===== config.mk =====
export PLATFORM = sky130hd
export DESIGN_NAME = stable_priority_queue
export DESIGN_NICKNAME = d
export VERILOG_FILES = /design/src/sv/spq_pkg.sv /design/src/sv/spq_datapath.sv /design/src/sv/spq_ctrl.sv /design/src/sv/stable_priority_queue.sv
export SDC_FILE = /design/constraint.sdc
export NUM_CORES = 1
export LEC_CHECK = 0
export ABC_AREA = 1
export BUFFER_PORTS_ARGS = -buffer_cell sky130_fd_sc_hd__clkbuf_2
export CAP_MARGIN = 20
export CORE_MARGIN = 2
export CORE_UTILIZATION = 57
export DETAILED_ROUTE_END_ITERATION = 10
export PLACE_DENSITY_LB_ADDON = 0.25
export SLEW_MARGIN = 30
export SYNTH_ARGS = -nofsm -noshare
export SYNTH_HDL_FRONTEND = slang
export SYNTH_HIERARCHICAL = 1
export SYNTH_SLANG_ARGS = --single-unit

===== constraint.sdc =====
create_clock -name clk_i -period 3.1 [get_ports clk_i]
set_input_delay 0.62 -clock clk_i [delete_from_list [all_inputs] [get_ports clk_i]]
set_output_delay 0.62 -clock clk_i [all_outputs]
set_load 0.01 [all_outputs]

===== src/sv/spq_pkg.sv =====
package spq_pkg;

  localparam int unsigned IdW        = 16;
  localparam int unsigned LevelW     = 3;
  localparam int unsigned KindW      = 2;
  localparam int unsigned ModeW      = 2;
  localparam int unsigned TdataW     = 24;
  localparam int unsigned MaxResults = 16;
  localparam int unsigned DrainCntW  = $clog2(MaxResults + 1);

  localparam logic [LevelW-1:0] TopLevel = 3'd4;

  localparam logic [ModeW-1:0] ModeAdd      = 2'd0;
  localparam logic [ModeW-1:0] ModeServeOne = 2'd1;
  localparam logic [ModeW-1:0] ModeServeAll = 2'd2;

  typedef enum logic [KindW-1:0] {
    KindAdded   = 2'd0,
    KindDropped = 2'd1,
    KindServed  = 2'd2,
    KindEmpty   = 2'd3
  } kind_e;

  typedef struct packed {
    logic              insert;
    logic              pop;
    logic [IdW-1:0]    id;
    logic [LevelW-1:0] level;
  } dp_cmd_t;

  typedef struct packed {
    logic              empty;
    logic              full;
    logic              last_one;
    logic [IdW-1:0]    head_id;
    logic [LevelW-1:0] head_level;
  } dp_status_t;

endpackage


===== src/sv/spq_datapath.sv =====
module spq_datapath #(
  parameter int unsigned QUEUE_DEPTH = 16
) (
  input  logic               clk_i,
  input  logic               rst_ni,
  input  spq_pkg::dp_cmd_t    cmd_i,
  output spq_pkg::dp_status_t status_o
);
  import spq_pkg::*;

  localparam int unsigned CntW = $clog2(QUEUE_DEPTH + 1);

  logic [IdW-1:0]    tag_q   [QUEUE_DEPTH];
  logic [LevelW-1:0] level_q [QUEUE_DEPTH];
  logic [CntW-1:0]   count_q;
  logic [CntW-1:0]   count_d;
  logic [LevelW-1:0] new_level;
  logic              full;
  logic [QUEUE_DEPTH-1:0] keep;

  assign full      = (count_q == CntW'(QUEUE_DEPTH));
  assign new_level = (cmd_i.level > TopLevel) ? TopLevel : cmd_i.level;

  always_comb begin
    for (int i = 0; i < QUEUE_DEPTH; i++) begin
      keep[i] = (CntW'(i) < count_q) && (level_q[i] >= new_level);
    end
  end

  always_ff @(posedge clk_i) begin
    if (cmd_i.insert && !full) begin
      for (int i = 0; i < QUEUE_DEPTH; i++) begin
        if (!keep[i]) begin
          if (i == 0) begin
            tag_q[i]   <= cmd_i.id;
            level_q[i] <= new_level;
          end else if (keep[i-1]) begin
            tag_q[i]   <= cmd_i.id;
            level_q[i] <= new_level;
          end else begin
            tag_q[i]   <= tag_q[i-1];
            level_q[i] <= level_q[i-1];
          end
        end
      end
    end else if (cmd_i.pop) begin
      for (int i = 0; i < QUEUE_DEPTH - 1; i++) begin
        tag_q[i]   <= tag_q[i+1];
        level_q[i] <= level_q[i+1];
      end
    end
  end

  always_comb begin
    count_d = count_q;
    if (cmd_i.insert && !full) begin
      count_d = count_q + CntW'(1);
    end else if (cmd_i.pop && (count_q != '0)) begin
      count_d = count_q - CntW'(1);
    end
  end

  always_ff @(posedge clk_i or negedge rst_ni) begin
    if (!rst_ni) begin
      count_q <= '0;
    end else begin
      count_q <= count_d;
    end
  end

  assign status_o.empty      = (count_q == '0);
  assign status_o.full       = full;
  assign status_o.last_one   = (count_q == CntW'(1));
  assign status_o.head_id    = tag_q[0];
  assign status_o.head_level = level_q[0];

endmodule


===== src/sv/spq_ctrl.sv =====
module spq_ctrl (
  input  logic                       clk_i,
  input  logic                       rst_ni,
  input  logic                       s_tvalid_i,
  output logic                       s_tready_o,
  input  logic [spq_pkg::ModeW-1:0]  in_mode_i,
  input  logic [spq_pkg::IdW-1:0]    in_id_i,
  input  logic [spq_pkg::LevelW-1:0] in_level_i,
  output logic                       m_tvalid_o,
  input  logic                       m_tready_i,
  output logic [spq_pkg::KindW-1:0]  out_kind_o,
  output logic [spq_pkg::IdW-1:0]    out_id_o,
  output logic [spq_pkg::LevelW-1:0] out_level_o,
  output logic                       out_last_o,
  output spq_pkg::dp_cmd_t           cmd_o,
  input  spq_pkg::dp_status_t        status_i
);
  import spq_pkg::*;

  localparam logic StIdle  = 1'b0;
  localparam logic StDrain = 1'b1;

  logic                 state_q, state_d;
  logic                 valid_q, valid_d;
  logic [KindW-1:0]     kind_q, kind_d;
  logic [IdW-1:0]       id_q, id_d;
  logic [LevelW-1:0]    level_q, level_d;
  logic                 last_q, last_d;
  logic [DrainCntW-1:0] cnt_q, cnt_d;
  logic                 slot_free;
  logic                 accept;
  logic                 load;

  assign slot_free  = !valid_q || m_tready_i;
  assign s_tready_o = (state_q == StIdle) && slot_free;
  assign accept     = s_tvalid_i && s_tready_o;

  always_comb begin
    state_d     = state_q;
    cnt_d       = cnt_q;
    load        = 1'b0;
    kind_d      = kind_q;
    id_d        = id_q;
    level_d     = level_q;
    last_d      = last_q;
    cmd_o       = '0;
    cmd_o.id    = in_id_i;
    cmd_o.level = in_level_i;
    unique case (state_q)
      StIdle: begin
        if (accept) begin
          id_d    = '0;
          level_d = '0;
          last_d  = 1'b1;
          unique case (in_mode_i) inside
            ModeAdd: begin
              load         = 1'b1;
              cmd_o.insert = 1'b1;
              kind_d       = status_i.full ? KindDropped : KindAdded;
            end
            ModeServeOne, ModeServeAll: begin
              load = 1'b1;
              if (status_i.empty) begin
                kind_d = KindEmpty;
              end else begin
                cmd_o.pop = 1'b1;
                kind_d    = KindServed;
                id_d      = status_i.head_id;
                level_d   = status_i.head_level;
                if (in_mode_i == ModeServeAll) begin
                  last_d = status_i.last_one || (MaxResults == 1);
                  cnt_d  = DrainCntW'(1);
                  if (!last_d) begin
                    state_d = StDrain;
                  end
                end
              end
            end
            default: begin
            end
          endcase
        end
      end
      StDrain: begin
        if (slot_free) begin
          load      = 1'b1;
          cmd_o.pop = 1'b1;
          kind_d    = KindServed;
          id_d      = status_i.head_id;
          level_d   = status_i.head_level;
          last_d    = status_i.last_one || (cnt_q == DrainCntW'(MaxResults - 1));
          cnt_d     = cnt_q + DrainCntW'(1);
          if (last_d) begin
            state_d = StIdle;
          end
        end
      end
      default: begin
        state_d = StIdle;
      end
    endcase
    if (load) begin
      valid_d = 1'b1;
    end else if (m_tready_i) begin
      valid_d = 1'b0;
    end else begin
      valid_d = valid_q;
    end
  end

  always_ff @(posedge clk_i or negedge rst_ni) begin
    if (!rst_ni) begin
      state_q <= StIdle;
      valid_q <= 1'b0;
      cnt_q   <= '0;
    end else begin
      state_q <= state_d;
      valid_q <= valid_d;
      cnt_q   <= cnt_d;
    end
  end

  always_ff @(posedge clk_i) begin
    kind_q  <= kind_d;
    id_q    <= id_d;
    level_q <= level_d;
    last_q  <= last_d;
  end

  assign m_tvalid_o  = valid_q;
  assign out_kind_o  = kind_q;
  assign out_id_o    = id_q;
  assign out_level_o = level_q;
  assign out_last_o  = last_q;

endmodule


===== src/sv/stable_priority_queue.sv =====
// Stable priority queue: entries sorted by level (4 highest), FIFO within a level.
// Input channel s_*: one transaction is a command. mode 0 adds customer_id at
// priority_level (5..7 count as 4), mode 1 serves the head, mode 2 drains the
// queue, mode 3 is ignored and gives no result.
// Output channel m_*: one transaction per result; tlast marks the final result
// of a command. Add gives added or dropped (queue full); a serve on an empty
// queue gives one empty result. A drain gives up to 16 served results per command.
// A result is registered and shows in the cycle after its command is taken.
// Throughput: one command per cycle for add, serve-one and mode 3 while results are
// taken, since insert and pop are each a single shift of the sorted register file.
// A drain pops one entry per cycle while results are taken; it takes no new command.
// When the receiver stalls, the output register holds its result, the queue
// does not move, and s_tready_o drops until the result is taken.
// Reset clears the entry count and the output valid; the queue starts empty.
module stable_priority_queue #(
  parameter int unsigned QUEUE_DEPTH = 16
) (
  input  logic                        clk_i,
  input  logic                        rst_ni,
  input  logic                        s_tvalid_i,
  output logic                        s_tready_o,
  // [1:0] mode, [17:2] customer_id, [20:18] priority_level, [23:21] zero
  input  logic [spq_pkg::TdataW-1:0]  s_tdata_i,
  output logic                        m_tvalid_o,
  input  logic                        m_tready_i,
  // [1:0] result_kind, [17:2] served_id, [20:18] served_level, [23:21] zero
  output logic [spq_pkg::TdataW-1:0]  m_tdata_o,
  output logic                        m_tlast_o
);
  import spq_pkg::*;

  dp_cmd_t           cmd;
  dp_status_t        status;
  logic [KindW-1:0]  out_kind;
  logic [IdW-1:0]    out_id;
  logic [LevelW-1:0] out_level;

  spq_ctrl u_ctrl (
    .clk_i       (clk_i),
    .rst_ni      (rst_ni),
    .s_tvalid_i  (s_tvalid_i),
    .s_tready_o  (s_tready_o),
    .in_mode_i   (s_tdata_i[1:0]),
    .in_id_i     (s_tdata_i[17:2]),
    .in_level_i  (s_tdata_i[20:18]),
    .m_tvalid_o  (m_tvalid_o),
    .m_tready_i  (m_tready_i),
    .out_kind_o  (out_kind),
    .out_id_o    (out_id),
    .out_level_o (out_level),
    .out_last_o  (m_tlast_o),
    .cmd_o       (cmd),
    .status_i    (status)
  );

  spq_datapath #(
    .QUEUE_DEPTH (QUEUE_DEPTH)
  ) u_datapath (
    .clk_i    (clk_i),
    .rst_ni   (rst_ni),
    .cmd_i    (cmd),
    .status_o (status)
  );

  assign m_tdata_o = {3'b000, out_level, out_id, out_kind};

endmodule

==> Yosys cells after proc, flatten, opt, wreduce, memory -nomap -nowiden <==
Memories as Yosys holds them, arrays and structs flattened.
Cells that the tools add are included.
{ "op_classes": {"n_reduce_logical": 34, "n_lt_le_gt_ge": 33, "addsub": 3, "mul": 0, "shifts": 0, "div": 0, "n_bitwise": 61, "muxes": 236, "eq_ne": 11} }
{ "ops": {"columns": ["cell", "n"], "rows": [
  ["16-bit two-way mux", 34],
  ["1-bit two-way mux", 148],
  ["3-bit two-way mux", 35],
  ["1-bit bitwise OR", 60],
  ["3-bit >= comparator", 16],
  ["4-bit by 5-bit less-than comparator with 1-bit output, first input constant", 8],
  ["5-bit two-way mux", 7],
  ["16-bit case mux with 2 select lines", 1],
  ["1-bit logical AND", 20],
  ["3-bit by 5-bit less-than comparator with 1-bit output, first input constant", 4],
  ["5-bit by 1-bit adder with 5-bit output, second input constant", 2],
  ["1-bit by 5-bit less-than comparator with 1-bit output, first input constant", 2],
  ["2-bit by 5-bit less-than comparator with 1-bit output, first input constant", 2],
  ["5-bit case mux with 2 select lines", 1],
  ["2-bit inequality test, second input constant", 4],
  ["1-bit case mux with 2 select lines", 4],
  ["2-bit case mux with 2 select lines", 2],
  ["2-bit two-way mux", 3],
  ["3-bit case mux with 2 select lines", 1],
  ["5-bit by 1-bit == test with 1-bit output, second input constant", 1],
  ["5-bit by 4-bit == test with 1-bit output, second input constant", 1],
  ["5-bit == test, second input constant", 1],
  ["5-bit zero test", 1],
  ["5-bit AND reduction", 1],
  ["other kinds (16)", 19]
]} }
{ "totals": {"ram_bits": 304, "latchBits": 0, "register_bits": 34, "elab_cells": 388, "romBits": 0, "memories": 2, "out_inout_bits": 27} }
{ "memory_table": {"columns": ["memory", "depth", "word_bits", "read_ports", "rd_ports_with_merged_regs", "write_ports", "line", "source"], "rows": [
  ["u_datapath.tag_q", 16, 16, 16, 0, 16, "spq_datapath.sv:13", "logic [IdW-1:0] tag_q [QUEUE_DEPTH];"],
  ["u_datapath.level_q", 16, 3, 16, 0, 16, "spq_datapath.sv:14", "logic [LevelW-1:0] level_q [QUEUE_DEPTH];"]
]} }

==> Depth between registers and ports, before layout <==
{ "depth": {"word_depth": 11, "mapped_depth": 17} }

==> Cells and area by module <==
The synthesis kept the hierarchy.
{ "by_module_without_submodules": {"columns": ["mod", "area_per_inst_um2", "cells_each", "n_inst"], "rows": [
  ["spq_datapath", 18641.6, 2358, 1],
  ["spq_ctrl", 1511.4, 158, 1],
  ["stable_priority_queue", 26.3, 4, 1]
]} }

==> Least setup slack after synthesis <==
OpenSTA, ideal clock, no wires.
{ "synth_path": {"path_type": "input to register", "start": "input port s_tdata_i[20] (netlist name)", "end": "memory u_datapath.level_q[8][0] (netlist: u_datapath/level_q[1][0]), enable pin", "required_time_ps": 2679, "stages": 12, "slack_ps": -1147, "n_path_buf": 2, "arrival_time_ps": 3826, "path_cell_list": "buf_4 inv_1 a21oi_1 nor2_1 inv_1 clkbuf_1 ha_1 nand2_1 o21ai_0 nand2_2 inv_1 o21ai_0"} }
{ "synth_lines": {"columns": ["element", "line", "source"], "rows": [
  ["from (decl)", "stable_priority_queue.sv:23", "input logic [spq_pkg::TdataW-1:0] s_tdata_i,"],
  ["to (decl)", "spq_datapath.sv:14", null]
]} }

==> run_summary.xml <==
<?xml version="1.0" encoding="UTF-8"?>
<metrics>
  <group name="clocking">
    <metric name="cts_setup_buffers" unit="">0</metric>
    <metric name="max-clock-path-buffers" unit="">3</metric>
    <metric name="cts_num_sinks" unit="">338</metric>
    <metric name="tritoncts" unit="">done</metric>
    <metric name="clock-root-buffer" unit="">sky130_fd_sc_hd__clkbuf_16</metric>
    <metric name="worst_setup_hold_path_clk_slew" unit="ns">0.06</metric>
    <metric name="tritoncts.num_buffers" unit="">39</metric>
    <metric name="clock_latency" unit="ns">0.55</metric>
    <metric name="ctsHtreeMaxLevel" unit="">2</metric>
  </group>
  <group name="critical_path">
    <metric name="critical_path.n_buffers_inverters" unit="">8</metric>
    <metric name="timing.critical_path.max_delay_family" unit="">buffers and inverters</metric>
    <metric name="cp_max_fo" unit="">41</metric>
    <metric name="crit_path_end_kind" unit="">register</metric>
    <metric name="critical_path.startpoint_type" unit="">input port</metric>
    <metric name="cp_cell_sequence" unit="">clkbuf_2 -&gt; inv_1 -&gt; a21oi_1 -&gt; buf_4 -&gt; nor2_1 -&gt; inv_1 -&gt; buf_4 -&gt; buf_4 -&gt; ha_1 -&gt; nand2_1 -&gt; inv_1 -&gt; nand2_1 -&gt; nand2_1 -&gt; nand2_1 -&gt; buf_12 -&gt; nand3_2 -&gt; nand2_1 -&gt; nand3_1 -&gt; nand2_1</metric>
    <metric name="critical_path.most_common_cell" unit="">sky130_fd_sc_hd__nand2_1</metric>
    <metric name="timing_worst_setup_path_type" unit="">input port to register</metric>
    <metric name="crit_arrival" unit="ns">3.32</metric>
    <metric name="max_stage_delay" unit="ns">0.38</metric>
    <metric name="timing.critical_path.required" unit="ns">3.50</metric>
    <metric name="crit_slowest_cell" unit="">sky130_fd_sc_hd__nand3_2</metric>
  </group>
  <group name="final_layout">
    <metric name="finalNonFillerCells" unit="">2990</metric>
    <metric name="layout.cells.most_common_list" unit="">sky130_fd_sc_hd__nand2_1, sky130_fd_sc_hd__edfxtp_1, sky130_fd_sc_hd__inv_1, sky130_fd_sc_hd__nand3_1, sky130_fd_sc_hd__o21ai_0</metric>
    <metric name="mostFrequentLayoutCell" unit="">sky130_fd_sc_hd__nand2_1</metric>
    <metric name="insertedDiodeCount" unit="">0</metric>
    <metric name="finalInstanceArea" unit="um^2">22200</metric>
    <metric name="design.final.nets" unit="">2590</metric>
    <metric name="syn_to_final_growth" unit="%">9.87</metric>
    <metric name="layout.core_utilization" unit="%">63.9</metric>
    <metric name="fillerInstances" unit="">2934</metric>
    <metric name="final_layout_size_suffix_gt1_share" unit="%">9.23</metric>
  </group>
  <group name="placement">
    <metric name="placed_cells_incl_taps" unit="">2918</metric>
    <metric name="place.gp.congestion" unit="">0.946</metric>
    <metric name="port_buffer_count" unit="">48</metric>
    <metric name="post_dp_cell_area" unit="um^2">20900</metric>
    <metric name="total_half_perimeter_wirelength_after_legalization_and_detailed_placement" unit="um">40300</metric>
  </group>
  <group name="floorplan">
    <metric name="fp.dieArea" unit="um^2">36900</metric>
    <metric name="initial_utilization" unit="%">58.1</metric>
    <metric name="core.rowCount" unit="">68</metric>
    <metric name="die_height" unit="um">192</metric>
    <metric name="chipWidth" unit="um">192</metric>
    <metric name="floorplan.core_area" unit="um^2">34700</metric>
    <metric name="top_level_ports" unit="">55</metric>
  </group>
  <group name="synthesis">
    <metric name="synth_compound_gate_area_share" unit="%">5.15</metric>
    <metric name="post_synth_fa_ha_maj_area_fraction" unit="%">3.53</metric>
    <metric name="synth_seq_cells" unit="">338</metric>
    <metric name="synth_top_family_by_area" unit="">simple AND/OR/NAND/NOR gates</metric>
    <metric name="yosysWarningCount" unit="">6</metric>
    <metric name="yosys-mux-area-fraction" unit="%">0</metric>
    <metric name="synth_xor_xnor_area_share" unit="%">0.260</metric>
    <metric name="syn_area" unit="um^2">20200</metric>
    <metric name="number_of_distinct_standard_cells_referenced_by_the_synthesized_netlist" unit="">34</metric>
    <metric name="yosys.area_share.simple" unit="%">30.3</metric>
    <metric name="seq_area_frac_synth" unit="%">50.0</metric>
    <metric name="post_synth.cell_area_avg" unit="um^2">8.01</metric>
    <metric name="synth_cells" unit="">2520</metric>
  </group>
  <group name="global_routing">
    <metric name="antenna_violations_before_repair" unit="">1</metric>
    <metric name="grt_pass1_wl" unit="um">91300</metric>
    <metric name="globalRoute.totalOverflow" unit="">0</metric>
    <metric name="grt_pass1_vias" unit="">17100</metric>
    <metric name="grt_start_max_net_pins" unit="">99</metric>
    <metric name="gr-usage-all-layers" unit="%">31.9</metric>
  </group>
  <group name="sta">
    <metric name="tightestPinTransition" unit="ns">0.729</metric>
    <metric name="finalClockSkew" unit="ns">0.0247</metric>
    <metric name="timing.hold.ws" unit="ns">0.355</metric>
    <metric name="share_of_the_cycle_needed_by_the_critical_path_after_routing" unit="%">94.3</metric>
    <metric name="fmax" unit="GHz">0.342</metric>
    <metric name="timing.final.crit_period" unit="ns">2.92</metric>
    <metric name="worst_slew_margin_rel" unit="%">51.3</metric>
    <metric name="hold_violations" unit="">0</metric>
    <metric name="report.final.setup_viol" unit="">0</metric>
    <metric name="rsz0062_at_grt" unit="">true</metric>
    <metric name="report.final.slew_viol_count" unit="">0</metric>
  </group>
  <group name="routing">
    <metric name="antenna_violating_nets_post_route" unit="">0</metric>
    <metric name="wl_per_cell" unit="um">19.5</metric>
    <metric name="drt-initial-drc-count" unit="">2369</metric>
    <metric name="num_vias" unit="">17800</metric>
    <metric name="drc" unit="">0</metric>
    <metric name="viasPerCell" unit="">5.96</metric>
    <metric name="postRouteWirelength" unit="um">58400</metric>
    <metric name="first_pass_iters" unit="">6</metric>
  </group>
  <group name="pwr">
    <metric name="worst_ir_drop_vdd" unit="uV">567</metric>
    <metric name="power-per-cell-area" unit="nW/um^2">900</metric>
    <metric name="totalPowerFinal" unit="W">0.0199</metric>
    <metric name="total_leakage_power" unit="nW">10.5</metric>
  </group>
  <group name="outcome">
    <metric name="result_of_the_run" unit="">complete, no violations</metric>
  </group>
  <group name="job">
    <metric name="max_cap_violations" unit="">0</metric>
  </group>
  <group name="hold_path">
    <metric name="holdCritPathClass" unit="">input port to register</metric>
  </group>
</metrics>
## flip-flops by register name (all words and copies together) (netlist names)
| name | count |
|---|---|
| u_ctrl/cnt_q | 5 |
| u_ctrl/out_kind_o | 2 |
| u_datapath/tag_q | 256 |
| u_datapath/level_q | 48 |
| u_ctrl/out_last_o | 1 |
| u_ctrl/out_id_o | 16 |
| u_datapath/count_q | 5 |
| u_ctrl/state_q | 1 |
| u_ctrl/m_tvalid_o | 1 |
| u_ctrl/out_level_o | 3 |
## power by group
part | switching [W] | total (W) | internal, W | leakage (nW)
clock | 0.00190 | 0.00449 | 0.00260 | 0.596
sequential | 0.000828 | 0.00790 | 0.00707 | 3.26
combinational | 0.00527 | 0.00755 | 0.00227 | 6.60
total | 0.00800 | 0.0199 | 0.0119 | 10.5
## layer usage
| metal | part of all wire (%) | vias up | track usage [%] |
|---|---|---|---|
| met1 | 39 | 8498 | 42.4 |
| li1 | - | 8189 | - |
| met2 | 47 | 969 | 52.0 |
| met5 | 0 | - | 0 |
| met4 | 4.0 | 0 | 13.2 |
| met3 | 9.4 | 158 | 5.24 |
## worst register-to-register path: stages, from the launching register on
cell and delay, ns:
sky130_fd_sc_hd__dfrtp_1 0.49, sky130_fd_sc_hd__inv_1 0.16, sky130_fd_sc_hd__ha_1 0.25, sky130_fd_sc_hd__inv_1 0.07, sky130_fd_sc_hd__nor2_1 0.04, sky130_fd_sc_hd__inv_1 0.07, sky130_fd_sc_hd__nand2_1 0.10, sky130_fd_sc_hd__a21oi_1 0.17
sky130_fd_sc_hd__buf_4 0.16, sky130_fd_sc_hd__nand2_8 0.11, sky130_fd_sc_hd__inv_6 0.28, sky130_fd_sc_hd__or2_2 0.57
## through the flow
| stage | setup TNS (ns) | setup slack [ns] |
|---|---|---|
| after global routing | 0 | 0.00676 |
| after CTS | 0 | 0.0461 |
| final | 0 | 0.178 |
| after detailed placement | -128.42 | -0.478 |
| after floorplan | -4.76 | -0.0737 |
| after global placement | -51.58 | -0.263 |
## cells by family (layout without fill, tap and decap cells)
group           Yosys count  count (layout)
compound gates          198             198
xor+xnor                  6               6
fa+ha+maj                57              57
buf+inv                 488             501
flops                   338             338
other cells               1               3
simple gates           1432            1432
## repair_timing
item	4_1_cts	5_1_grt
hold buffers	1	0
gates resized for setup	0	1
hold endpoints to repair	12	0
setup endpoints to repair	0	75
## layout make-up
type	instances	area, um^2	area share (%)
clock inverter	21	181	0.818
inverter	289	1090	4.94
multi-input combinational	1696	7980	36.0
tap	455	569	2.57
clock buffer	50	1030	4.63
timing repair buffer	141	1230	5.54
sequential	338	10100	45.5
## cells in the mapped netlist
cell | count | area share, %
sky130_fd_sc_hd__and2_1 | 1 | 0.031
sky130_fd_sc_hd__nand2_4 | 2 | 0.11
sky130_fd_sc_hd__buf_2 | 90 | 2.2
sky130_fd_sc_hd__o21ai_4 | 1 | 0.081
sky130_fd_sc_hd__edfxtp_1 | 326 | 49
sky130_fd_sc_hd__or2_1 | 2 | 0.062
sky130_fd_sc_hd__or2_2 | 4 | 0.12
sky130_fd_sc_hd__buf_6 | 4 | 0.22
sky130_fd_sc_hd__buf_4 | 50 | 1.9
sky130_fd_sc_hd__clkinv_1 | 8 | 0.15
sky130_fd_sc_hd__nor2_1 | 55 | 1.0
sky130_fd_sc_hd__a21oi_1 | 25 | 0.62
sky130_fd_sc_hd__o211ai_1 | 11 | 0.41
sky130_fd_sc_hd__nand3_1 | 261 | 6.5
sky130_fd_sc_hd__xor2_1 | 6 | 0.26
sky130_fd_sc_hd__dfrtp_1 | 12 | 1.5
sky130_fd_sc_hd__o21ai_0 | 142 | 3.5
sky130_fd_sc_hd__buf_1 | 12 | 0.22
sky130_fd_sc_hd__inv_4 | 1 | 0.031
sky130_fd_sc_hd__inv_1 | 272 | 5.1
sky130_fd_sc_hd__nor2_2 | 5 | 0.16
sky130_fd_sc_hd__inv_2 | 8 | 0.15
sky130_fd_sc_hd__o21ai_1 | 15 | 0.37
sky130_fd_sc_hd__nand2_1 | 972 | 18
sky130_fd_sc_hd__ha_1 | 57 | 3.5
sky130_fd_sc_hd__o22ai_1 | 1 | 0.031
sky130_fd_sc_hd__nand3b_1 | 20 | 0.74
sky130_fd_sc_hd__nand4_1 | 98 | 3.0
sky130_fd_sc_hd__a31oi_1 | 1 | 0.031
sky130_fd_sc_hd__conb_1 | 1 | 0.019
sky130_fd_sc_hd__nand2_2 | 7 | 0.22
sky130_fd_sc_hd__nand3_2 | 5 | 0.25
sky130_fd_sc_hd__clkbuf_1 | 43 | 0.80
sky130_fd_sc_hd__a21oi_2 | 2 | 0.087
## path summary, 6_finish.rpt
check,from,end,slack (ns),depth (start not counted)
worst min register to register,u_ctrl/cnt_q[4],u_ctrl/cnt_q[4],0.50,2
worst min-delay path,s_tvalid_i,u_ctrl/m_tvalid_o,0.36,3
worst max-delay path,s_tdata_i[18],u_datapath/tag_q[0][105],0.18,19
min in group asynchronous,rst_ni,u_datapath/count_q[1],0.52,2
max in group asynchronous,rst_ni,u_ctrl/cnt_q[2],2.32,2
worst max register to register,u_datapath/count_q[0],u_datapath/tag_q[1][108],0.25,11
No activity file was read; power rests on OpenSTA's default activity.
